===== src/hdl/movdec_pkg.sv =====
// Shared types and constants of the MOV instruction decoder.
package movdec_pkg;

  localparam logic [7:0] OP_RM_LO   = 8'h88;
  localparam logic [7:0] OP_RM_HI   = 8'h8B;
  localparam logic [7:0] OP_IMM_LO  = 8'hB0;
  localparam logic [7:0] OP_IMM_HI  = 8'hBF;
  localparam logic [7:0] OP_ACC_LO  = 8'hA0;
  localparam logic [7:0] OP_ACC_HI  = 8'hA3;

  localparam logic [1:0] MOD_NO_DISP = 2'd0;
  localparam logic [1:0] MOD_DISP8   = 2'd1;
  localparam logic [1:0] MOD_REG     = 2'd3;
  localparam logic [2:0] RM_DIRECT   = 3'd6;

  localparam int unsigned QUEUE_DEPTH = 2;

  localparam int unsigned IN_TDATA_W  = 8;
  localparam int unsigned OUT_TDATA_W = 48;

  typedef enum logic [1:0] {
    FORM_REGMEM = 2'd0,
    FORM_IMM    = 2'd1,
    FORM_LOAD   = 2'd2,
    FORM_STORE  = 2'd3
  } form_e;

  // Classified instruction handed from the front to the back
  typedef struct packed {
    form_e       form;
    logic [7:0]  opcode;
    logic [7:0]  modrm;
    logic [15:0] value;
    logic        disp8;
    logic        trunc;
  } dec_raw_t;

  // Decoded record as it leaves the block
  typedef struct packed {
    form_e       form;
    logic        to_register;
    logic        wide;
    logic [2:0]  reg_field;
    logic [1:0]  mode;
    logic [2:0]  rm_code;
    logic        direct_address;
    logic [15:0] offset_value;
    logic [15:0] immediate;
    logic        truncated;
  } dec_rec_t;

endpackage


===== src/hdl/movdec_front.sv =====
// Byte phase machine: collects the bytes of each MOV and classifies it.
module movdec_front (
  input  logic                clk_i,
  input  logic                rst_ni,
  input  logic                byte_valid_i,
  input  logic [7:0]          byte_i,
  input  logic                end_i,
  output logic                push_o,
  output movdec_pkg::dec_raw_t raw_o
);
  import movdec_pkg::*;

  typedef enum logic [2:0] {
    PH_IDLE    = 3'd0,
    PH_MODRM   = 3'd1,
    PH_DISP_LO = 3'd2,
    PH_DISP_HI = 3'd3,
    PH_IMM_LO  = 3'd4,
    PH_IMM_HI  = 3'd5,
    PH_ADDR_LO = 3'd6,
    PH_ADDR_HI = 3'd7
  } phase_e;

  phase_e     phase_q, phase_d, step_phase;
  logic [7:0] opcode_q, opcode_d;
  logic [7:0] modrm_q, modrm_d;
  logic [7:0] low_q, low_d;
  logic       done;
  dec_raw_t   rec;

  always_comb begin
    step_phase = phase_q;
    opcode_d   = opcode_q;
    modrm_d    = modrm_q;
    low_d      = low_q;
    done       = 1'b0;
    rec.form   = FORM_REGMEM;
    rec.opcode = opcode_q;
    rec.modrm  = modrm_q;
    rec.value  = 16'h0000;
    rec.disp8  = 1'b0;
    rec.trunc  = 1'b0;
    case (phase_q)
      PH_IDLE: begin
        if (byte_i inside {[OP_RM_LO:OP_RM_HI]}) begin
          opcode_d   = byte_i;
          step_phase = PH_MODRM;
        end else if (byte_i inside {[OP_IMM_LO:OP_IMM_HI]}) begin
          opcode_d   = byte_i;
          step_phase = PH_IMM_LO;
        end else if (byte_i inside {[OP_ACC_LO:OP_ACC_HI]}) begin
          opcode_d   = byte_i;
          step_phase = PH_ADDR_LO;
        end
      end
      PH_MODRM: begin
        modrm_d   = byte_i;
        rec.modrm = byte_i;
        if (byte_i[7:6] == MOD_REG ||
            (byte_i[7:6] == MOD_NO_DISP && byte_i[2:0] != RM_DIRECT)) begin
          done       = 1'b1;
          step_phase = PH_IDLE;
        end else begin
          step_phase = PH_DISP_LO;
        end
      end
      PH_DISP_LO: begin
        low_d = byte_i;
        if (modrm_q[7:6] == MOD_DISP8) begin
          rec.value  = {8'h00, byte_i};
          rec.disp8  = 1'b1;
          done       = 1'b1;
          step_phase = PH_IDLE;
        end else begin
          step_phase = PH_DISP_HI;
        end
      end
      PH_DISP_HI: begin
        rec.value  = {byte_i, low_q};
        done       = 1'b1;
        step_phase = PH_IDLE;
      end
      PH_IMM_LO: begin
        low_d    = byte_i;
        rec.form = FORM_IMM;
        if (!opcode_q[3]) begin
          rec.value  = {8'h00, byte_i};
          done       = 1'b1;
          step_phase = PH_IDLE;
        end else begin
          step_phase = PH_IMM_HI;
        end
      end
      PH_IMM_HI: begin
        rec.form   = FORM_IMM;
        rec.value  = {byte_i, low_q};
        done       = 1'b1;
        step_phase = PH_IDLE;
      end
      PH_ADDR_LO: begin
        low_d      = byte_i;
        step_phase = PH_ADDR_HI;
      end
      PH_ADDR_HI: begin
        rec.form   = opcode_q[1] ? FORM_STORE : FORM_LOAD;
        rec.value  = {byte_i, low_q};
        done       = 1'b1;
        step_phase = PH_IDLE;
      end
      default: begin
        step_phase = PH_IDLE;
      end
    endcase

    push_o = byte_valid_i && done;
    // Cut short: report what opcode and collected ModRM give
    if (end_i && !done && step_phase != PH_IDLE) begin
      push_o     = byte_valid_i;
      rec.opcode = opcode_d;
      rec.modrm  = (step_phase == PH_MODRM) ? 8'h00 : modrm_d;
      rec.value  = 16'h0000;
      rec.disp8  = 1'b0;
      rec.trunc  = 1'b1;
      case (step_phase)
        PH_IMM_LO, PH_IMM_HI:     rec.form = FORM_IMM;
        PH_ADDR_LO, PH_ADDR_HI:   rec.form = opcode_d[1] ? FORM_STORE : FORM_LOAD;
        default:                  rec.form = FORM_REGMEM;
      endcase
    end
    phase_d = end_i ? PH_IDLE : step_phase;
    raw_o   = rec;
  end

  always_ff @(posedge clk_i or negedge rst_ni) begin
    if (!rst_ni) begin
      phase_q  <= PH_IDLE;
      opcode_q <= 8'h00;
      modrm_q  <= 8'h00;
      low_q    <= 8'h00;
    end else if (byte_valid_i) begin
      phase_q  <= phase_d;
      opcode_q <= opcode_d;
      modrm_q  <= modrm_d;
      low_q    <= low_d;
    end
  end

endmodule


===== src/hdl/movdec_queue.sv =====
// Small queue of classified instructions between front and back.
module movdec_queue #(
  parameter int unsigned Depth = movdec_pkg::QUEUE_DEPTH
) (
  input  logic                 clk_i,
  input  logic                 rst_ni,
  input  logic                 push_i,
  input  movdec_pkg::dec_raw_t push_data_i,
  output logic                 full_o,
  input  logic                 pop_i,
  output logic                 empty_o,
  output movdec_pkg::dec_raw_t pop_data_o
);
  import movdec_pkg::*;

  localparam int unsigned PtrW = (Depth > 1) ? $clog2(Depth) : 1;
  localparam int unsigned CntW = $clog2(Depth + 1);
  localparam logic [PtrW-1:0] LastPtr = PtrW'(Depth - 1);
  localparam logic [CntW-1:0] FullCnt = CntW'(Depth);

  dec_raw_t        mem_q [Depth];
  logic [PtrW-1:0] wr_ptr_q, wr_ptr_d, rd_ptr_q, rd_ptr_d;
  logic [CntW-1:0] cnt_q, cnt_d;
  logic            do_push, do_pop;

  assign full_o     = (cnt_q == FullCnt);
  assign empty_o    = (cnt_q == '0);
  assign do_push    = push_i && !full_o;
  assign do_pop     = pop_i && !empty_o;
  assign pop_data_o = mem_q[rd_ptr_q];

  always_comb begin
    wr_ptr_d = wr_ptr_q;
    rd_ptr_d = rd_ptr_q;
    cnt_d    = cnt_q;
    if (do_push) begin
      wr_ptr_d = (wr_ptr_q == LastPtr) ? '0 : wr_ptr_q + 1'b1;
    end
    if (do_pop) begin
      rd_ptr_d = (rd_ptr_q == LastPtr) ? '0 : rd_ptr_q + 1'b1;
    end
    if (do_push && !do_pop) begin
      cnt_d = cnt_q + 1'b1;
    end else if (do_pop && !do_push) begin
      cnt_d = cnt_q - 1'b1;
    end
  end

  always_ff @(posedge clk_i or negedge rst_ni) begin
    if (!rst_ni) begin
      wr_ptr_q <= '0;
      rd_ptr_q <= '0;
      cnt_q    <= '0;
    end else begin
      wr_ptr_q <= wr_ptr_d;
      rd_ptr_q <= rd_ptr_d;
      cnt_q    <= cnt_d;
    end
  end

  always_ff @(posedge clk_i) begin
    if (do_push) begin
      mem_q[wr_ptr_q] <= push_data_i;
    end
  end

endmodule


===== src/hdl/movdec_back.sv =====
// Field extraction of a classified instruction into the output register.
module movdec_back (
  input  logic                 clk_i,
  input  logic                 rst_ni,
  input  logic                 avail_i,
  input  movdec_pkg::dec_raw_t raw_i,
  output logic                 pop_o,
  output logic                 valid_o,
  input  logic                 ready_i,
  output movdec_pkg::dec_rec_t rec_o
);
  import movdec_pkg::*;

  logic     valid_q, valid_d;
  dec_rec_t rec_q, rec_d;
  logic [1:0] mode;
  logic [2:0] rm;

  assign mode  = raw_i.modrm[7:6];
  assign rm    = raw_i.modrm[2:0];
  assign pop_o = avail_i && (!valid_q || ready_i);

  always_comb begin
    rec_d           = '0;
    rec_d.form      = raw_i.form;
    rec_d.truncated = raw_i.trunc;
    case (raw_i.form)
      FORM_REGMEM: begin
        rec_d.to_register    = raw_i.opcode[1];
        rec_d.wide           = raw_i.opcode[0];
        rec_d.reg_field      = raw_i.modrm[5:3];
        rec_d.mode           = mode;
        rec_d.rm_code        = rm;
        rec_d.direct_address = (mode == MOD_NO_DISP) && (rm == RM_DIRECT);
        rec_d.offset_value   = raw_i.disp8 ? {{8{raw_i.value[7]}}, raw_i.value[7:0]}
                                           : raw_i.value;
      end
      FORM_IMM: begin
        rec_d.to_register = 1'b1;
        rec_d.wide        = raw_i.opcode[3];
        rec_d.reg_field   = raw_i.opcode[2:0];
        rec_d.immediate   = raw_i.value;
      end
      FORM_LOAD, FORM_STORE: begin
        rec_d.to_register  = (raw_i.form == FORM_LOAD);
        rec_d.wide         = raw_i.opcode[0];
        rec_d.offset_value = raw_i.value;
      end
      default: begin
        rec_d.form = FORM_REGMEM;
      end
    endcase
    valid_d = pop_o ? 1'b1 : (valid_q && !ready_i);
  end

  always_ff @(posedge clk_i or negedge rst_ni) begin
    if (!rst_ni) begin
      valid_q <= 1'b0;
    end else begin
      valid_q <= valid_d;
    end
  end

  always_ff @(posedge clk_i) begin
    if (pop_o) begin
      rec_q <= rec_d;
    end
  end

  assign valid_o = valid_q;
  assign rec_o   = rec_q;

endmodule


===== src/hdl/mov_instruction_decoder.sv =====
// Top level of the 8086 MOV instruction decoder.
//
//  channel  | dir | words
//  s_axis   | in  | one code byte per word, tlast on the final byte of the stream
//  m_axis   | out | one decoded MOV record per word, tuser flags a truncated one
//
//  Takes one byte per cycle while s_axis_tready is high; the phase machine advances on each accepted word.
//  A record is queued on its last byte; m_axis_tvalid rises when the back stage registers it.
//  Reset clears the phase machine, the queue and the output valid.
//  s_axis_tready drops only while the queue is full, which happens when m_axis stalls.
module mov_instruction_decoder #(
  parameter int unsigned QueueDepth = movdec_pkg::QUEUE_DEPTH
) (
  input  logic                                 clk_i,
  input  logic                                 rst_ni,
  input  logic                                 s_axis_tvalid,
  output logic                                 s_axis_tready,
  input  logic [movdec_pkg::IN_TDATA_W-1:0]    s_axis_tdata,  // [7:0] code_byte
  input  logic                                 s_axis_tlast,  // stream_end
  output logic                                 m_axis_tvalid,
  input  logic                                 m_axis_tready,
  // [1:0] form, [2] to_register, [3] wide, [6:4] register field, [8:7] mode,
  // [11:9] rm_code, [12] direct_address, [28:13] offset_value,
  // [44:29] immediate, [47:45] zero
  output logic [movdec_pkg::OUT_TDATA_W-1:0]   m_axis_tdata,
  output logic                                 m_axis_tuser   // [0] truncated
);
  import movdec_pkg::*;

  logic     accept, push, full, empty, pop;
  dec_raw_t raw_in, raw_out;
  dec_rec_t rec;

  assign s_axis_tready = !full;
  assign accept        = s_axis_tvalid && s_axis_tready;

  movdec_front u_front (
    .clk_i        (clk_i),
    .rst_ni       (rst_ni),
    .byte_valid_i (accept),
    .byte_i       (s_axis_tdata),
    .end_i        (s_axis_tlast),
    .push_o       (push),
    .raw_o        (raw_in)
  );

  movdec_queue #(
    .Depth (QueueDepth)
  ) u_queue (
    .clk_i       (clk_i),
    .rst_ni      (rst_ni),
    .push_i      (push),
    .push_data_i (raw_in),
    .full_o      (full),
    .pop_i       (pop),
    .empty_o     (empty),
    .pop_data_o  (raw_out)
  );

  movdec_back u_back (
    .clk_i   (clk_i),
    .rst_ni  (rst_ni),
    .avail_i (!empty),
    .raw_i   (raw_out),
    .pop_o   (pop),
    .valid_o (m_axis_tvalid),
    .ready_i (m_axis_tready),
    .rec_o   (rec)
  );

  assign m_axis_tdata = {3'b000, rec.immediate, rec.offset_value, rec.direct_address,
                         rec.rm_code, rec.mode, rec.reg_field, rec.wide,
                         rec.to_register, rec.form};
  assign m_axis_tuser = rec.truncated;

endmodule


===== config.mk =====
export PLATFORM = sky130hd
export DESIGN_NAME = mov_instruction_decoder
export DESIGN_NICKNAME = d
export VERILOG_FILES = /design/src/hdl/movdec_pkg.sv /design/src/hdl/movdec_front.sv /design/src/hdl/movdec_queue.sv /design/src/hdl/movdec_back.sv /design/src/hdl/mov_instruction_decoder.sv
export SDC_FILE = /design/constraint.sdc
export NUM_CORES = 1
export LEC_CHECK = 0
export ABC_AREA = 1
export BUFFER_PORTS_ARGS = -buffer_cell sky130_fd_sc_hd__buf_2
export CAP_MARGIN = 20
export CELL_PAD_IN_SITES_DETAIL_PLACEMENT = 1
export CELL_PAD_IN_SITES_GLOBAL_PLACEMENT = 1
export CORE_UTILIZATION = 35
export DETAILED_ROUTE_END_ITERATION = 10
export PLACE_DENSITY_LB_ADDON = 0.1
export SLEW_MARGIN = 25
export SYNTH_ARGS = -nofsm -noshare
export SYNTH_HDL_FRONTEND = slang
export SYNTH_SLANG_ARGS = --single-unit
export TNS_END_PERCENT = 10

===== constraint.sdc =====
create_clock -name clk_i -period 2.9 [get_ports clk_i]
set_input_delay 0.58 -clock clk_i [delete_from_list [all_inputs] [get_ports clk_i]]
set_output_delay 0.58 -clock clk_i [all_outputs]
set_load 0.01 [all_outputs]

==> run metrics <==
number of CTS-inserted buffers=17; unrepaired setup endpoints after global routing=no; fraction of the mapped netlist area in compound gates=7.507%; effective utilization at floorplan=36.04%; Final Critical Period=2.566 ns; final max-slew violation count=0; HP Class=in -> async; final wirelength=12,810 um; routability-driven placement congestion ratio=0.8062; synthesized instance count=502; routed metal-1 wire length=6146 um; Synth Area in Adders=0.8679%; via count=3,759; TritonRoute pass-1 iters=4; Post-CTS Repair Setup Buffers=0; share of cells above drive strength 1=21.53%; series of cell instances along the critical path=nor2_2 > inv_2 > nor2_1 > nand2_1 > nand2_1 > nand2_1 > nand2_1 > nand3_1 > nand2_1 > inv_1 > ha_1 > a21oi_1 > o21ai_0 > xor2_1; final-layout setup total negative slack=0 ns; HPWL after detailed placement=8932 um; share of total power in the clock network=25.7%; Setup Skew=0.006888 ns; most used cell along the critical path=nand2_1; share of flip-flops with an asynchronous set or reset=20.29%; critical path launch point type=flop; clock latency of the later-clocked register in the worst-skew pair=0.42 ns; leftover overflow at the end of global routing=0; worst path arrival time=2.86 ns; final critical-path share of the clock period=88.49%; total met3 wirelength after detailed routing=410 um; part of the total power dissipated in sequential elements=39.9%; synthesized flop and latch total=138; # nets final=594; global-route usage over all layers=16.66%; proportion of synthesized chip area in sequential cells=69.43%; via density per instance=4.664; per-cell routed wire length=15.90 um; Mapped Area=5767 um2; Total Die Area=16,990 um2; detailed router's first-iteration violation count=234; die boundary width=130.4 um; CTS resizes=0; Final Hold Viols=0; Slew @ Worst Pin=0.6999 ns; Internal Power=5.635 mW; wire length of the first global-routing pass=20,480 um; CTS Hold Bufs=0; crit-path max FO=6; Max Clk Rate=0.3897 GHz; synthesized area per cell=11.49 um2; Final setup violation count=0; number of H-tree levels=4; number of antenna cells inserted=0; reg2reg path depth=14; leading register cell type out of synthesis=edfxtp_1; worst max-slew margin expressed relative to the limit=53.03%; drt drc=0; combinational family with the most area after synthesis=simple AND/OR/NAND/NOR gates; final standard cell utilization of the core=43.70%; CTS Root Cell=clkbuf_16; Synthesis Warnings=0; most common cell after layout, fill and taps aside=edfxtp_1; switching power total=3.150 mW; most frequent cells in the layout=edfxtp_1, nand2_1, nor2_1; fraction of synthesized cell area in xor and xnor cells=0.4556%; maximum vdd drop=0.0005044 V; largest net degree at the start of global routing=47; number of global-route vias before repair=3,761; ports placed on the boundary=64; WL met2=6043 um; Crit. End Element=flop; number of routed nets with antenna violations=0; total clock sinks=138; multiplexer share of the synthesized area=2.604%; area share of and/or/nand/nor cells after synthesis=14.88%; std cell rows=46; Leak=2.889 nW; result of the run=completed; number of maximum-capacitance violations=0; max incr delay on CP=0.44 ns; Floorplan Core Area=16,000 um2; area delta synth->final=21.24%; Clock Path Buffers=2; cell at the slowest stage of the critical path=dfrtp_1; port buffer count=60; number of synthesized flops with an enable pin=110; data required time at the worst endpoint=3.20 ns; antenna violations before repair=0; clock tree from TritonCTS=done; Pwr per Cell Area=1256 nW/um2; Overall Power=8.785 mW; Crit Path Class=reg -> reg; clock-pin transition on the worst setup and hold timing paths=0.06 ns; fraction of power spent switching nets=35.86%; top routing layer used=met4; chip height=130.4 um; number of library cell types mapped by synthesis=32; Comb pwr share=34.4%
## layout make-up
cell class	count	area [um2]
multi-input combinational	306	1531
clock inverter	14	185.2
sequential	138	4004
tap	216	270.3
inverter	45	168.9
timing repair buffer	69	392.9
fill	1744	9009
clock buffer	18	439.2
## final timing paths
| path | from | end | slack (ns) |
|---|---|---|---|
| worst max-delay path | u_front.phase_q[2] | u_queue.cnt_q[1] | 0.33 |
| worst min-delay path | rst_ni | u_queue.cnt_q[0] | 0.20 |
| worst max register to register | u_front.phase_q[2] | u_queue.cnt_q[1] | 0.33 |
| worst min register to register | u_queue.wr_ptr_q | u_queue.wr_ptr_q | 0.48 |
| max in group asynchronous | rst_ni | u_front.low_q[3] | 2.25 |
| min in group clk_i | m_axis_tready | u_back.valid_o | 0.47 |
## worst max-delay path, delay by kind of cell, from the launching register on
kind,cells,cell delay [ns]
XOR/XNOR,1,0.15
AO/OA/AOI/OAI,2,0.23
buffers and inverters,2,0.15
flip-flops,1,0.44
AND/OR/NAND/NOR,8,1.17
adder cells (fa/ha/maj),1,0.29
## cells in the mapped netlist, types with 2 or more instances
cell,instances,area [um2]
or2_2,10,62.56
nand4_1,2,12.51
dfrtp_1,28,700.7
nand2_1,92,345.3
nor2_1,66,247.7
xor2_1,2,17.52
o22ai_1,5,31.28
o21ai_1,2,10.01
ha_1,4,50.05
edfxtp_1,110,3303
inv_1,40,150.1
nand3_1,15,75.07
clkbuf_1,7,26.28
buf_4,3,22.52
o21ai_0,64,320.3
nand3b_1,2,15.01
nand2_2,2,12.51
inv_2,4,15.01
nor2_2,4,25.02
buf_2,4,20.02
a21oi_1,11,55.05
mux2i_1,15,150.1
## flip-flops by register name (all words and copies together) (netlist names)
register	cells
u_front.phase_q	3
u_queue.cnt_q	2
u_front.modrm_q	8
u_front.low_q	8
u_queue.mem_q	64
u_front.opcode_q	4
u_back.rec_o	46
u_queue.wr_ptr_q	1
u_queue.rd_ptr_q	1
u_back.valid_o	1
## layer usage
metal  global-route usage [%]  vias to the layer above
met5                        0                        -
met4                    6.558                        0
met3                    4.059                       15
met2                    26.44                       67
met1                    22.03                     1817
li1                         -                     1860
## through the flow
step	cells	cell area [um2]	setup WS, ns	hold slack [ns]
finish	806	6992	0.3337	0.2046
global route	806	6992	0.1108	0.2632
CTS	806	6992	0.3149	0.2172
detailed placement	774	6367	0.1790	0.4686
global placement	774	6367	0.3742	0.4576
floorplan	504	5777	0.2154	0.2844
## power by group through the flow
stage	Clock, mW	Combinational, mW	Sequential, mW
after floorplan	0	1.79	3.71
after global placement	0	3.02	3.52
after detailed placement	0	3.08	3.56
after CTS	2.30	3.10	3.52
after global routing	2.39	3.43	3.60
final	2.26	3.02	3.51
## cell families after synthesis
group,after synthesis
simple gates,197
flops,138
compound gates,84
buf+inv,60
mux,15
fa+ha+maj,4
xor+xnor,3
other cells,1
Note: power is estimated with default switching activity, not from simulation.
